$ cat src/design/ebgq_pkg.sv
package ebgq_pkg;

  localparam int NUM_SOURCES_DEF = 2;
  localparam int APB_AW = 4;
  localparam int APB_DW = 32;

  localparam logic [15:0] LONG_PRESS_RST = 16'd500;
  localparam logic [15:0] JITTER_GUARD_RST = 16'd50;
  localparam logic [15:0] DEBOUNCE_RST = 16'd30;
  localparam logic [7:0] TOGGLE_STEPS_RST = 8'd4;

  localparam logic [1:0] REG_LONG_PRESS = 2'd0;
  localparam logic [1:0] REG_JITTER_GUARD = 2'd1;
  localparam logic [1:0] REG_DEBOUNCE = 2'd2;
  localparam logic [1:0] REG_TOGGLE_STEPS = 2'd3;

  localparam logic [1:0] ROT_NONE = 2'd0;
  localparam logic [1:0] ROT_MOVE = 2'd1;
  localparam logic [1:0] ROT_ADJUST = 2'd2;
  localparam logic [1:0] ROT_JITTER = 2'd3;

  localparam logic [2:0] BTN_NONE = 3'd0;
  localparam logic [2:0] BTN_PRESS = 3'd1;
  localparam logic [2:0] BTN_BACK = 3'd2;
  localparam logic [2:0] BTN_CONFIRM = 3'd3;
  localparam logic [2:0] BTN_SILENT = 3'd4;

  localparam logic [1:0] TRN_NONE = 2'd0;
  localparam logic [1:0] TRN_FORWARD = 2'd1;
  localparam logic [1:0] TRN_BACK = 2'd2;

  typedef struct packed {
    logic [15:0] long_press_ms;
    logic [15:0] jitter_guard_ms;
    logic [15:0] debounce_ms;
    logic [7:0]  toggle_steps;
  } cfg_t;

  typedef struct packed {
    logic               source_id;
    logic               source_present;
    logic               poll_ok;
    logic signed [15:0] rotation_delta;
    logic               button_raw;
    logic [31:0]        time_ms;
    logic               transition_active;
    logic               cooking_level;
  } item_t;

  typedef struct packed {
    logic               source_echo;
    logic [1:0]         rotate_action;
    logic signed [15:0] rotate_amount;
    logic [2:0]         button_action;
    logic [1:0]         start_transition;
    logic               mode_toggled;
    logic               mode_on;
    logic               deny_flag;
  } result_t;

  typedef struct packed {
    logic               pressed;
    logic [31:0]        press_start;
    logic [31:0]        last_edge;
    logic               edge_seen;
    logic               consumed;
    logic               shadow_pressed;
    logic [31:0]        shadow_gen;
    logic signed [31:0] acc;
    logic               gesture_used;
  } entry_t;

  typedef struct packed {
    logic        mode_active;
    logic        back_direction;
    logic [31:0] generation;
  } shared_t;

endpackage

$ cat src/design/ebgq_in_if.sv
interface ebgq_in_if;
  logic               valid;
  logic               ready;
  logic               source_id;
  logic               source_present;
  logic               poll_ok;
  logic signed [15:0] rotation_delta;
  logic               button_raw;
  logic [31:0]        time_ms;
  logic               transition_active;
  logic               cooking_level;

  modport source (
    output valid, source_id, source_present, poll_ok, rotation_delta, button_raw, time_ms,
           transition_active, cooking_level,
    input  ready
  );
  modport sink (
    input  valid, source_id, source_present, poll_ok, rotation_delta, button_raw, time_ms,
           transition_active, cooking_level,
    output ready
  );
endinterface

$ cat src/design/ebgq_out_if.sv
interface ebgq_out_if;
  logic               valid;
  logic               ready;
  logic               source_echo;
  logic [1:0]         rotate_action;
  logic signed [15:0] rotate_amount;
  logic [2:0]         button_action;
  logic [1:0]         start_transition;
  logic               mode_toggled;
  logic               mode_on;
  logic               deny_flag;

  modport source (
    output valid, source_echo, rotate_action, rotate_amount, button_action, start_transition,
           mode_toggled, mode_on, deny_flag,
    input  ready
  );
  modport sink (
    input  valid, source_echo, rotate_action, rotate_amount, button_action, start_transition,
           mode_toggled, mode_on, deny_flag,
    output ready
  );
endinterface

$ cat src/design/ebgq_ram.sv
module ebgq_ram #(
  parameter int Width = 8,
  parameter int Depth = 2,
  parameter int AddrW = (Depth > 1) ? $clog2(Depth) : 1
) (
  input  logic                 clk_i,
  input  logic                 we_i,
  input  logic [AddrW-1:0]     waddr_i,
  input  logic [Width-1:0]     wdata_i,
  input  logic                 re_i,
  input  logic [AddrW-1:0]     raddr_i,
  output logic [Width-1:0]     rdata_o
);
  logic [Width-1:0] mem_q [Depth];
  logic [Width-1:0] rdata_q;

  always_ff @(posedge clk_i) begin
    if (we_i) begin
      mem_q[waddr_i] <= wdata_i;
    end
    if (re_i) begin
      rdata_q <= mem_q[raddr_i];
    end
  end

  assign rdata_o = rdata_q;
endmodule

$ cat src/design/ebgq_regs.sv
module ebgq_regs
  import ebgq_pkg::*;
(
  input  logic              clk_i,
  input  logic              rst_ni,
  input  logic              psel,
  input  logic              penable,
  input  logic              pwrite,
  input  logic [APB_AW-1:0] paddr,
  input  logic [APB_DW-1:0] pwdata,
  output logic [APB_DW-1:0] prdata,
  output logic              pready,
  output cfg_t              cfg_o
);
  cfg_t cfg_q, cfg_d;
  logic [1:0] reg_sel;

  assign reg_sel = paddr[3:2];
  assign pready  = 1'b1;

  always_comb begin
    cfg_d = cfg_q;
    if (psel && penable && pwrite) begin
      unique case (reg_sel)
        REG_LONG_PRESS:   cfg_d.long_press_ms   = pwdata[15:0];
        REG_JITTER_GUARD: cfg_d.jitter_guard_ms = pwdata[15:0];
        REG_DEBOUNCE:     cfg_d.debounce_ms     = pwdata[15:0];
        REG_TOGGLE_STEPS: cfg_d.toggle_steps    = pwdata[7:0];
        default:          cfg_d = cfg_q;
      endcase
    end
  end

  always_comb begin
    unique case (reg_sel)
      REG_LONG_PRESS:   prdata = {16'd0, cfg_q.long_press_ms};
      REG_JITTER_GUARD: prdata = {16'd0, cfg_q.jitter_guard_ms};
      REG_DEBOUNCE:     prdata = {16'd0, cfg_q.debounce_ms};
      REG_TOGGLE_STEPS: prdata = {24'd0, cfg_q.toggle_steps};
      default:          prdata = '0;
    endcase
  end

  always_ff @(posedge clk_i or negedge rst_ni) begin
    if (!rst_ni) begin
      cfg_q.long_press_ms   <= LONG_PRESS_RST;
      cfg_q.jitter_guard_ms <= JITTER_GUARD_RST;
      cfg_q.debounce_ms     <= DEBOUNCE_RST;
      cfg_q.toggle_steps    <= TOGGLE_STEPS_RST;
    end else begin
      cfg_q <= cfg_d;
    end
  end

  assign cfg_o = cfg_q;
endmodule

$ cat src/design/ebgq_core.sv
module ebgq_core
  import ebgq_pkg::*;
#(
  parameter int NumSources = NUM_SOURCES_DEF
) (
  input  item_t   item_i,
  input  entry_t  ent_i,
  input  shared_t sh_i,
  input  cfg_t    cfg_i,
  output entry_t  ent_o,
  output shared_t sh_o,
  output logic    wr_o,
  output result_t res_o
);
  logic               src_ok;
  logic               nz;
  logic signed [31:0] delta32;
  logic signed [31:0] acc_sum;
  logic signed [31:0] steps;
  logic [31:0]        since;
  logic [31:0]        held;
  logic               guard;
  logic               bounce;
  logic               was;
  logic               pressed;
  logic               d;

  assign src_ok  = item_i.source_present && (32'(item_i.source_id) < 32'(NumSources));
  assign nz      = (item_i.rotation_delta != 16'sd0);
  assign delta32 = 32'(item_i.rotation_delta);
  assign acc_sum = ent_i.acc + delta32;
  assign steps   = $signed({24'd0, cfg_i.toggle_steps});
  assign since   = item_i.time_ms - ent_i.last_edge;
  assign held    = item_i.time_ms - ent_i.press_start;
  assign guard   = ent_i.edge_seen && (since < {16'd0, cfg_i.jitter_guard_ms});
  assign bounce  = ent_i.edge_seen && (since < {16'd0, cfg_i.debounce_ms});
  assign was     = ent_i.pressed;
  assign pressed = bounce ? was : item_i.button_raw;

  always_comb begin
    ent_o = ent_i;
    sh_o  = sh_i;
    wr_o  = 1'b0;
    d     = 1'b0;
    res_o = '0;
    res_o.source_echo = item_i.source_id;
    if (src_ok) begin
      if (item_i.transition_active) begin
        wr_o = 1'b1;
        if (ent_o.shadow_gen != sh_i.generation) begin
          ent_o.shadow_gen     = sh_i.generation;
          ent_o.shadow_pressed = ent_i.pressed;
        end
        if (item_i.poll_ok) begin
          d = nz;
          if (sh_i.back_direction) begin
            if (item_i.button_raw && !ent_o.shadow_pressed) begin
              d = 1'b1;
            end
            ent_o.shadow_pressed = item_i.button_raw;
          end
          res_o.deny_flag = d;
        end
      end else if (item_i.poll_ok) begin
        wr_o = 1'b1;
        // rotation: held-button gesture, ordinary move, or suppressed
        if (pressed && was && !ent_i.consumed && !ent_i.gesture_used && nz && !guard) begin
          ent_o.acc = acc_sum;
          if (acc_sum >= steps || acc_sum <= -steps) begin
            sh_o.mode_active   = !sh_i.mode_active;
            ent_o.gesture_used = 1'b1;
            ent_o.consumed     = 1'b1;
            res_o.mode_toggled = 1'b1;
          end
        end else if (nz && !guard) begin
          res_o.rotate_action = item_i.cooking_level ? ROT_ADJUST : ROT_MOVE;
          res_o.rotate_amount = item_i.rotation_delta;
        end else if (nz) begin
          res_o.rotate_action = ROT_JITTER;
        end
        // button
        if (pressed && !was) begin
          res_o.button_action = BTN_PRESS;
          ent_o.press_start   = item_i.time_ms;
          ent_o.last_edge     = item_i.time_ms;
          ent_o.edge_seen     = 1'b1;
          ent_o.consumed      = 1'b0;
          ent_o.acc           = '0;
          ent_o.gesture_used  = 1'b0;
        end else if (pressed && was && !ent_o.consumed) begin
          if (held >= {16'd0, cfg_i.long_press_ms}) begin
            res_o.button_action    = BTN_BACK;
            res_o.start_transition = TRN_BACK;
            ent_o.consumed         = 1'b1;
            sh_o.back_direction    = 1'b1;
            sh_o.generation        = sh_i.generation + 32'd1;
          end
        end else if (!pressed && was) begin
          ent_o.last_edge = item_i.time_ms;
          ent_o.edge_seen = 1'b1;
          if (ent_o.consumed) begin
            res_o.button_action = BTN_SILENT;
          end else begin
            res_o.button_action    = BTN_CONFIRM;
            res_o.start_transition = TRN_FORWARD;
            sh_o.back_direction    = 1'b0;
            sh_o.generation        = sh_i.generation + 32'd1;
          end
        end
        ent_o.pressed = pressed;
      end
    end
    res_o.mode_on = sh_o.mode_active;
  end
endmodule

$ cat src/design/encoder_button_gesture_qualifier_unit.sv
// rotary encoder with push button: debounce, long press and held-rotate gesture
// in_i carries one poll word per source (valid/ready); out_o returns exactly
// one result word per poll, in order. configuration goes through the apb port
// (long press, jitter guard, debounce, toggle steps at 0x0, 0x4, 0x8, 0xc); the
// user must write it only while the block is idle (not enforced); pready is
// always high. per-source state lives in one synchronous ram indexed by source
// id; the mode, back direction and transition epoch are kept in flops.
// a poll is registered with its ram read when accepted; it is then evaluated,
// written back and its result loaded into the output register once not stalled.
// throughput: one word per cycle unless stalled; a write-back register forwards
// the entry just written, so consecutive polls of the same source need no bubble.
// reset: all per-source entries read as zero through per-entry valid flops,
// shared state clears and the registers take their default values; the block
// takes words from the first cycle after reset.
// when the receiver stalls the output register holds its word, the stage
// behind it holds one more, and ready drops only once both are full.
module encoder_button_gesture_qualifier_unit
  import ebgq_pkg::*;
#(
  parameter int NumSources = NUM_SOURCES_DEF
) (
  input  logic              clk_i,
  input  logic              rst_ni,
  ebgq_in_if.sink           in_i,
  ebgq_out_if.source        out_o,
  input  logic              psel,
  input  logic              penable,
  input  logic              pwrite,
  input  logic [APB_AW-1:0] paddr,
  input  logic [APB_DW-1:0] pwdata,
  output logic [APB_DW-1:0] prdata,
  output logic              pready
);
  localparam int AddrW = (NumSources > 1) ? $clog2(NumSources) : 1;
  localparam int EntW  = $bits(entry_t);

  cfg_t    cfg;
  item_t   in_item;
  item_t   p1_q;
  logic    p1_valid_q, p1_valid_d;
  logic    accept, adv;
  logic    addr_ok;
  logic [AddrW-1:0] p1_addr;
  logic [EntW-1:0]  rdata;
  entry_t  ent_cur, ent_new;
  shared_t sh_q, sh_new;
  logic    wr;
  result_t res_new, res_q;
  logic    out_valid_q, out_valid_d;
  logic [NumSources-1:0] vld_q;
  logic    fwd_valid_q;
  logic [AddrW-1:0] fwd_addr_q;
  entry_t  fwd_data_q;

  ebgq_regs u_regs (
    .clk_i   (clk_i),
    .rst_ni  (rst_ni),
    .psel    (psel),
    .penable (penable),
    .pwrite  (pwrite),
    .paddr   (paddr),
    .pwdata  (pwdata),
    .prdata  (prdata),
    .pready  (pready),
    .cfg_o   (cfg)
  );

  assign in_item.source_id         = in_i.source_id;
  assign in_item.source_present    = in_i.source_present;
  assign in_item.poll_ok           = in_i.poll_ok;
  assign in_item.rotation_delta    = in_i.rotation_delta;
  assign in_item.button_raw        = in_i.button_raw;
  assign in_item.time_ms           = in_i.time_ms;
  assign in_item.transition_active = in_i.transition_active;
  assign in_item.cooking_level     = in_i.cooking_level;

  assign adv        = p1_valid_q && (!out_valid_q || out_o.ready);
  assign in_i.ready = !p1_valid_q || adv;
  assign accept     = in_i.valid && in_i.ready;

  assign p1_addr = AddrW'(p1_q.source_id);
  assign addr_ok = 32'(p1_q.source_id) < 32'(NumSources);

  ebgq_ram #(
    .Width (EntW),
    .Depth (NumSources)
  ) u_ram (
    .clk_i   (clk_i),
    .we_i    (adv && wr),
    .waddr_i (p1_addr),
    .wdata_i (ent_new),
    .re_i    (accept),
    .raddr_i (AddrW'(in_i.source_id)),
    .rdata_o (rdata)
  );

  always_comb begin
    ent_cur = '0;
    if (addr_ok) begin
      if (fwd_valid_q && (fwd_addr_q == p1_addr)) begin
        ent_cur = fwd_data_q;
      end else if (vld_q[p1_addr]) begin
        ent_cur = entry_t'(rdata);
      end
    end
  end

  ebgq_core #(
    .NumSources (NumSources)
  ) u_core (
    .item_i (p1_q),
    .ent_i  (ent_cur),
    .sh_i   (sh_q),
    .cfg_i  (cfg),
    .ent_o  (ent_new),
    .sh_o   (sh_new),
    .wr_o   (wr),
    .res_o  (res_new)
  );

  always_comb begin
    p1_valid_d = p1_valid_q;
    if (accept) begin
      p1_valid_d = 1'b1;
    end else if (adv) begin
      p1_valid_d = 1'b0;
    end
    out_valid_d = out_valid_q;
    if (adv) begin
      out_valid_d = 1'b1;
    end else if (out_o.ready) begin
      out_valid_d = 1'b0;
    end
  end

  always_ff @(posedge clk_i or negedge rst_ni) begin
    if (!rst_ni) begin
      p1_valid_q  <= 1'b0;
      out_valid_q <= 1'b0;
      sh_q        <= '0;
      vld_q       <= '0;
      fwd_valid_q <= 1'b0;
    end else begin
      p1_valid_q  <= p1_valid_d;
      out_valid_q <= out_valid_d;
      if (adv) begin
        sh_q <= sh_new;
      end
      if (adv && wr) begin
        vld_q[p1_addr] <= 1'b1;
        fwd_valid_q    <= 1'b1;
      end
    end
  end

  always_ff @(posedge clk_i) begin
    if (accept) begin
      p1_q <= in_item;
    end
    if (adv) begin
      res_q <= res_new;
    end
    if (adv && wr) begin
      fwd_addr_q <= p1_addr;
      fwd_data_q <= ent_new;
    end
  end

  assign out_o.valid            = out_valid_q;
  assign out_o.source_echo      = res_q.source_echo;
  assign out_o.rotate_action    = res_q.rotate_action;
  assign out_o.rotate_amount    = res_q.rotate_amount;
  assign out_o.button_action    = res_q.button_action;
  assign out_o.start_transition = res_q.start_transition;
  assign out_o.mode_toggled     = res_q.mode_toggled;
  assign out_o.mode_on          = res_q.mode_on;
  assign out_o.deny_flag        = res_q.deny_flag;
endmodule

$ cat src/flat_wrapper.sv
// flat-port wrapper written by rule: the top's interface ports become plain ports
module encoder_button_gesture_qualifier_unit_flat import ebgq_pkg::*;
#(
  parameter int NumSources = NUM_SOURCES_DEF
)
  (clk_i, rst_ni, psel, penable, pwrite, paddr, pwdata, prdata, pready, in_i_valid, in_i_source_id, in_i_source_present, in_i_poll_ok, in_i_rotation_delta, in_i_button_raw, in_i_time_ms, in_i_transition_active, in_i_cooking_level, in_i_ready, out_o_valid, out_o_source_echo, out_o_rotate_action, out_o_rotate_amount, out_o_button_action, out_o_start_transition, out_o_mode_toggled, out_o_mode_on, out_o_deny_flag, out_o_ready);
  ebgq_in_if in_i_i ();
  ebgq_out_if out_o_i ();
  input  logic clk_i;
  input  logic rst_ni;
  input  logic psel;
  input  logic penable;
  input  logic pwrite;
  input  logic [APB_AW-1:0] paddr;
  input  logic [APB_DW-1:0] pwdata;
  output logic [APB_DW-1:0] prdata;
  output logic pready;
  input wire logic [$bits(in_i_i.valid)-1:0] in_i_valid;
  input wire logic [$bits(in_i_i.source_id)-1:0] in_i_source_id;
  input wire logic [$bits(in_i_i.source_present)-1:0] in_i_source_present;
  input wire logic [$bits(in_i_i.poll_ok)-1:0] in_i_poll_ok;
  input wire logic [$bits(in_i_i.rotation_delta)-1:0] in_i_rotation_delta;
  input wire logic [$bits(in_i_i.button_raw)-1:0] in_i_button_raw;
  input wire logic [$bits(in_i_i.time_ms)-1:0] in_i_time_ms;
  input wire logic [$bits(in_i_i.transition_active)-1:0] in_i_transition_active;
  input wire logic [$bits(in_i_i.cooking_level)-1:0] in_i_cooking_level;
  output wire logic [$bits(in_i_i.ready)-1:0] in_i_ready;
  output wire logic [$bits(out_o_i.valid)-1:0] out_o_valid;
  output wire logic [$bits(out_o_i.source_echo)-1:0] out_o_source_echo;
  output wire logic [$bits(out_o_i.rotate_action)-1:0] out_o_rotate_action;
  output wire logic [$bits(out_o_i.rotate_amount)-1:0] out_o_rotate_amount;
  output wire logic [$bits(out_o_i.button_action)-1:0] out_o_button_action;
  output wire logic [$bits(out_o_i.start_transition)-1:0] out_o_start_transition;
  output wire logic [$bits(out_o_i.mode_toggled)-1:0] out_o_mode_toggled;
  output wire logic [$bits(out_o_i.mode_on)-1:0] out_o_mode_on;
  output wire logic [$bits(out_o_i.deny_flag)-1:0] out_o_deny_flag;
  input wire logic [$bits(out_o_i.ready)-1:0] out_o_ready;
  assign in_i_i.valid = in_i_valid;
  assign in_i_i.source_id = in_i_source_id;
  assign in_i_i.source_present = in_i_source_present;
  assign in_i_i.poll_ok = in_i_poll_ok;
  assign in_i_i.rotation_delta = in_i_rotation_delta;
  assign in_i_i.button_raw = in_i_button_raw;
  assign in_i_i.time_ms = in_i_time_ms;
  assign in_i_i.transition_active = in_i_transition_active;
  assign in_i_i.cooking_level = in_i_cooking_level;
  assign in_i_ready = in_i_i.ready;
  assign out_o_valid = out_o_i.valid;
  assign out_o_source_echo = out_o_i.source_echo;
  assign out_o_rotate_action = out_o_i.rotate_action;
  assign out_o_rotate_amount = out_o_i.rotate_amount;
  assign out_o_button_action = out_o_i.button_action;
  assign out_o_start_transition = out_o_i.start_transition;
  assign out_o_mode_toggled = out_o_i.mode_toggled;
  assign out_o_mode_on = out_o_i.mode_on;
  assign out_o_deny_flag = out_o_i.deny_flag;
  assign out_o_i.ready = out_o_ready;
  encoder_button_gesture_qualifier_unit #(.NumSources(NumSources)) u_core (.clk_i(clk_i), .rst_ni(rst_ni), .in_i(in_i_i), .out_o(out_o_i), .psel(psel), .penable(penable), .pwrite(pwrite), .paddr(paddr), .pwdata(pwdata), .prdata(prdata), .pready(pready));
endmodule
$ cat config.mk
export PLATFORM = sky130hd
export DESIGN_NAME = encoder_button_gesture_qualifier_unit_flat
export DESIGN_NICKNAME = d
export VERILOG_FILES = /design/src/design/ebgq_pkg.sv /design/src/design/ebgq_in_if.sv /design/src/design/ebgq_out_if.sv /design/src/design/ebgq_ram.sv /design/src/design/ebgq_regs.sv /design/src/design/ebgq_core.sv /design/src/design/encoder_button_gesture_qualifier_unit.sv /design/src/flat_wrapper.sv
export SDC_FILE = /design/constraint.sdc
export NUM_CORES = 1
export LEC_CHECK = 0
export BUFFER_PORTS_ARGS = -buffer_cell sky130_fd_sc_hd__buf_4
export CORE_MARGIN = 4
export CORE_UTILIZATION = 62
export CTS_CLUSTER_DIAMETER = 80
export DETAILED_ROUTE_END_ITERATION = 12
export MAX_ROUTING_LAYER = met4
export PLACE_DENSITY = 0.85
export SLEW_MARGIN = 0
export SYNTH_ARGS = -nofsm -noshare
export SYNTH_HDL_FRONTEND = slang
export SYNTH_SLANG_ARGS = --single-unit
$ cat constraint.sdc
create_clock -name clk_i -period 13.58 [get_ports clk_i]
set_clock_uncertainty 0.2 [all_clocks]
set_input_delay 1.358 -clock clk_i [delete_from_list [all_inputs] [get_ports clk_i]]
set_output_delay 1.358 -clock clk_i [all_outputs]
set_load 0.02 [all_outputs]
==> results of run 1 <==
==> layer usage <==
metal | routed length, um | global-route usage (%)
met1 | 37900 | 39.0
met3 | 7090 | 4.59
met4 | 2350 | 8.92
met5 | 0 | -
met2 | 44100 | 46.6
==> power breakdown <==
group          switching [mW]  internal, mW  leakage, nW
clock                   0.831          1.13         1.13
combinational            1.20         0.681         7.91
sequential              0.128          2.64         6.79
==> kinds of logic (layout without fill, tap and decap cells) <==
| kind of cell | count (synthesis) | count (layout) | share of synthesized area, % |
|---|---|---|---|
| AO/OA/AOI/OAI | 750 | 750 | 13.5 |
| XOR/XNOR | 139 | 139 | 3.33 |
| adder cells (fa/ha/maj) | 173 | 173 | 5.92 |
| buffers and inverters | 341 | 466 | 3.84 |
| flip-flops | 709 | 709 | 56.6 |
| multiplexers | 224 | 224 | 6.93 |
| other | 2 | 17 | 0.0204 |
| AND/OR/NAND/NOR | 729 | 729 | 9.87 |
==> synth_stat cells (10+ instances only) <==
master / number
nand4_1: 38
and3_1: 103
o22ai_1: 39
nor4_1: 20
clkbuf_1: 105
a21oi_1: 282
xnor2_1: 113
nor2b_1: 12
o31ai_1: 10
inv_1: 189
mux2i_1: 49
nor3_1: 29
o21a_1: 53
nand2b_1: 19
buf_4: 19
o211ai_1: 11
dfrtp_1: 81
xor2_1: 25
a31oi_1: 21
buf_1: 13
edfxtp_1: 614
a211oi_1: 19
dfstp_2: 14
mux2_2: 167
nor2_1: 154
o21ai_0: 111
a2111oi_2: 15
nand2_1: 225
and2_1: 32
ha_1: 171
a21o_1: 66
nand3_1: 43
==> final cells by class <==
class | count | area share (%)
Multi-Input combinational cell | 2032 | 36.1
Sequential cell | 709 | 51.3
Tap cell | 773 | 2.38
Inverter | 189 | 1.76
Timing Repair Buffer | 145 | 2.72
Clock buffer | 96 | 4.86
Clock inverter | 36 | 0.868
==> worst paths after layout <==
| path | from | cells after the start | end | slack, ps |
|---|---|---|---|---|
| worst max-delay path | u_core.p1_addr | 29 | u_core.sh_q[1] | 3940 |
| worst min-delay path | u_core.vld_q[0] | 1 | u_core.vld_q[0] | 280 |
| worst max register to register | u_core.p1_addr | 29 | u_core.sh_q[1] | 3940 |
| worst min register to register | u_core.vld_q[0] | 1 | u_core.vld_q[0] | 280 |
| max in group asynchronous | rst_ni | 2 | u_core.u_regs.cfg_o[23] | 11360 |
| min in group asynchronous | rst_ni | 1 | u_core.sh_q[10] | 450 |
==> placed cells by master (no fill, tap or decap), types with 14 or more instances in the layout <==
cell type  count
a31oi_1       21
nand2_1      224
edfxtp_1     614
xor2_1        25
a211oi_1      19
conb_1        17
and3_1       103
buf_4        143
xnor2_1      113
nand2b_1      19
a21o_1        65
ha_1         171
mux2_2       167
o22ai_1       39
mux2i_1       49
a21oi_1      282
nor4_1        20
clkbuf_1      18
nand4_1       38
dfstp_2       14
inv_1        188
clkbuf_16     74
o21a_1        53
nor2_1       152
nand3_1       42
and2_1        30
nor3_1        28
o21ai_0      111
a2111oi_2     15
dfrtp_1       81
==> critical path, delay by kind of cell (launching register included) <==
kind	cells	cell delay, ps
AOI/OAI and AO/OA	17	4350
muxes	2	590
buffers and inverters	2	150
xor gates and xnor gates	2	780
and+or+nand+nor	4	2110
adders and majority gates	2	670
DFF	1	600
==> sequential cells by signal, summed over array words and instances (netlist names) <==
name	count
u_core.fwd_data_q	133
u_core.vld_q	2
u_core.out_o.valid	1
u_core.p1_addr	1
u_core.out_o.rotate_action	2
u_core.sh_q	34
u_core.out_o.rotate_amount	16
u_core.out_o.mode_on	1
u_core.out_o.button_action	3
u_core.out_o.mode_toggled	1
u_core.u_ram.mem_q	266
u_core.out_o.source_echo	1
u_core.out_o.start_transition	2
u_core.u_regs.cfg_o	56
u_core.fwd_addr_q	1
u_core.u_ram.rdata_o	133
u_core.out_o.deny_flag	1
u_core.p1_q	53
u_core.fwd_valid_q	1
u_core.p1_valid_q	1
==> impl_metrics.yaml, run 1 <==
route:
  vias: 25500
  drt_pass1_iterations: 8
  ant_nets: 0
  viasPerCell: 6.40
  first_iter_violations: 2499
  drc: 0
  wl_per_cell_um: 23.0
  finalWirelength_mm: 91.4
worst_setup_path:
  cp.required_ps: 13870
  crit_top_cell: "a21oi_1"
  cp_data_arrival_time_ps: 9930
  cp_slowest_stage_delay_ps: 670
  critPathMaxFanout: 47
  crit_path_top_delay_cell: "or4b_2"
  start_kind: "register"
  crit_type: "register to register"
  end_kind: "register"
cells_and_area:
  drive_gt1_share_pct: 15.9
  syn_to_final_growth_pct: 10.3
  antenna_cells: 0
  ff_latch_area_um2: 20800
  multi_input_area_um2: 14700
  final_core_util_pct: 69.0
  final_design_area_no_fill_um2: 40600
  fillCellCount: 4044
  nNetsFinal: 3420
  final_cells: 3980
pwr:
  power.density_nw_per_um2: 163
  vdd_drop_max_v: 0.000127
  leakage_nw: 15.8
  total_power_mw: 6.61
floorplanning:
  fp.dieW_um: 252
  ios: 159
  core_um2: 58900
  die-area_um2: 63400
  die-height_um: 252
  start_util_pct: 62.5
  rows: 89
synthesis:
  synth.avg_cell_area_um2: 12.0
  synth_top_area_share_pct: 50.1
  yosysUniqueCellTypes: 97
  synthTopCellsByArea: "edfxtp_1, ha_1, dfrtp_1, mux2_2, a21oi_1"
  yosysSeqAreaShare_pct: 56.6
  netlist_instances: 3067
  synth_top_area_cell: "edfxtp_1"
  synth_area_um2: 36800
  yosys_warnings: 0
  ys_seq_elements: 709
  synth_edf_count: 614
  async_flop_share_pct: 13.4
  synth_ff_type: "edfxtp_1"
timing:
  final-max-slew-violation-count: 0
  rsz0062_at_grt: "no"
  fin_crit_ps: 9640
  slew_headroom_pct: 24.7
  tns_ps: 0
  max_freq_mhz: 104
  fin_hold_ws_ps: 276
  worst_slack_ps: 3940
  setup_viol_count_final: 0
  hold_violations: 0
  worst_pin_slew_ps: 1130
  finalCritPeriodShare_pct: 71.0
worst_hold_path:
  min_path_type: "register to register"
clock_tree:
  cts-root-buf: "clkbuf_16"
  cts_tree: "yes"
  clk-insertion-delay-late_ps: 620
  htreeDepth: 3
  cts_hold_buf: 0
  cts-resized-gates: 0
  numCtsBuffers: 73
  cts.sinks: 709
  postCtsSetupBuffers: 0
  clk_pin_slew_ps: 60
  cts_max_path_buffers: 3
global_route:
  groute.usage.overall_pct: 29.1
  grt_pass1_vias: 25800
  grt_pass1_wl_mm: 142
  grt_max_degree: 131
  grt_antenna_before_repair: 2
  gr-total-overflow: 0
placement:
  dp.cells: 3848
  place_ws_ps: 4070
  dpl.hpwl_mm: 60.4
  postPlaceCellArea_um2: 38300
  io_buffers: 123
  place.gp.congestion: 0.928
run:
  drv_cap: 0
status:
  status: "finished clean"
Power figures use the tool's default switching activity.
==> run 2, diff against run 1 <==
==> constraint.sdc (replaced) <==
create_clock -name clk_i -period 10.11 [get_ports clk_i]
set_clock_uncertainty 0.2 [all_clocks]
set_input_delay 1.011 -clock clk_i [delete_from_list [all_inputs] [get_ports clk_i]]
set_output_delay 1.011 -clock clk_i [all_outputs]
set_load 0.02 [all_outputs]
==> run 2 against run 1 <==
Net effect:
- first-iteration DRC count rose by 2.0%
- die area unchanged
- final area grew 0.24%
- largest power group unchanged
- combinational power grew 35%
- critical path type unchanged
- largest cell class unchanged
==> impl_metrics.yaml, run 2 (synthesis results as in run 1) <==
worst_setup_path:
  crit_top_cell: "a21oi_1"
  cp_slowest_stage_delay_ps: 650
  end_kind: "register"
  cp_data_arrival_time_ps: 9750
  critPathMaxFanout: 49
  start_kind: "register"
  cp.required_ps: 10420
  crit_type: "register to register"
  crit_path_top_delay_cell: "or4b_2"
route:
  vias: 25800
  first_iter_violations: 2548
  ant_nets: 0
  drc: 0
  viasPerCell: 6.45
  wl_per_cell_um: 23.2
  finalWirelength_mm: 92.5
  drt_pass1_iterations: 7
floorplanning:
  rows: 89
  die-area_um2: 63400
  core_um2: 58900
  die-height_um: 252
  fp.dieW_um: 252
  ios: 159
  start_util_pct: 62.5
status:
  status: "finished clean"
pwr:
  leakage_nw: 15.9
  power.density_nw_per_um2: 219
  total_power_mw: 8.91
  vdd_drop_max_v: 0.000187
timing:
  fin_hold_ws_ps: 123
  final-max-slew-violation-count: 0
  worst_slack_ps: 673
  fin_crit_ps: 9440
  worst_pin_slew_ps: 1140
  slew_headroom_pct: 23.8
  tns_ps: 0
  hold_violations: 0
  finalCritPeriodShare_pct: 93.3
  rsz0062_at_grt: "no"
  setup_viol_count_final: 0
  max_freq_mhz: 106
cells_and_area:
  max_flop_register: "u_core.u_ram.mem_q"
  layout_commonest_cell: "edfxtp_1"
  syn_to_final_growth_pct: 10.6
  nNetsFinal: 3428
  final_cell_mix: "edfxtp_1, a21oi_1, nand2_1, inv_1, ha_1"
  largest_reg_flops: 266
  drive_gt1_share_pct: 16.2
  final_cells: 3991
  fillCellCount: 4039
global_route:
  grt_max_degree: 129
  groute.usage.overall_pct: 29.6
  grt_antenna_before_repair: 1
  gr-total-overflow: 0
  grt_pass1_vias: 26100
  grt_pass1_wl_mm: 145
clock_tree:
  cts-resized-gates: 0
  numCtsBuffers: 72
  postCtsSetupBuffers: 0
  cts_hold_buf: 0
  cts-root-buf: "clkbuf_16"
  cts_max_path_buffers: 3
  clk-insertion-delay-late_ps: 630
  clk_pin_slew_ps: 60
  htreeDepth: 3
  cts_tree: "yes"
  cts.sinks: 709
placement:
  io_buffers: 123
  dpl.hpwl_mm: 62.0
  place.gp.congestion: 0.925
  dp.cells: 3857
  place_ws_ps: 917
worst_hold_path:
  min_path_type: "input pin to async pin"
run:
  drv_cap: 0
## run 2: changes by cell type in the layout (fill, tap and decap cells not counted)
cell / delta
buf_12: +2
buf_4: +7
clkbuf_1: +5
clkinv_1: -6
clkinv_16: -1
clkinv_2: +2
clkinv_8: +1
diode_2: +1
inv_16: +1
inv_6: -1
## run 2: worst paths after layout
kind	end	cells past startpoint	start	slack [ps]
worst max-delay path	u_core.sh_q[1]	29	u_core.p1_addr	670
worst min-delay path	u_core.sh_q[12]	1	rst_ni	120
worst max register to register	u_core.sh_q[1]	29	u_core.p1_addr	670
worst min register to register	u_core.sh_q[33]	1	u_core.sh_q[33]	290
max in group asynchronous	u_core.u_regs.cfg_o[36]	2	rst_ni	8260
min in group clk_i	u_core.sh_q[33]	1	u_core.sh_q[33]	290
## run 2: power breakdown
part / total [mW] / leakage [nW] / switching, mW / internal, mW
combinational: 2.55 / 7.97 / 1.63 / 0.920
sequential: 3.72 / 6.79 / 0.171 / 3.55
clock: 2.64 / 1.14 / 1.12 / 1.52
total: 8.91 / 15.9 / 2.92 / 5.99
## run 2: layout make-up
| type | instances | area [um2] | area share (%) |
|---|---|---|---|
| Timing Repair Buffer | 154 | 1200 | 2.94 |
| Sequential cell | 709 | 20800 | 51.2 |
| Multi-Input combinational cell | 2032 | 14700 | 36.0 |
| Clock buffer | 101 | 1990 | 4.89 |
| Clock inverter | 32 | 338 | 0.829 |
| Inverter | 189 | 714 | 1.75 |
| Antenna cell | 1 | 2.50 | 0.00614 |
| Tap cell | 773 | 967 | 2.37 |
## run 2: stage by stage
| step | utilization (%) | cell area [um2] |
|---|---|---|
| after global routing | 69.1 | 40700 |
| final | 69.1 | 40700 |
| after global placement | 65.2 | 38400 |
| after CTS | 69.1 | 40700 |
| after floorplan | - | 36900 |
| after detailed placement | 65.2 | 38400 |
## run 2: layer usage
layer	up-vias	share of wire [%]	GRT usage, %
li1	11600	-	-
met1	12800	41	39.8
met2	1140	48	47.2
met3	220	7.4	4.71
met4	0	3.1	9.24
met5	-	0	-
## run 2: critical path, delay by kind of cell, from the launching register on
kind | cells | cell delay [ps]
buffers and inverters | 2 | 150
adder cells (fa/ha/maj) | 2 | 720
AND/OR/NAND/NOR | 4 | 2030
XOR/XNOR | 2 | 700
flip-flops | 1 | 580
multiplexers | 2 | 570
AO/OA/AOI/OAI | 17 | 4300
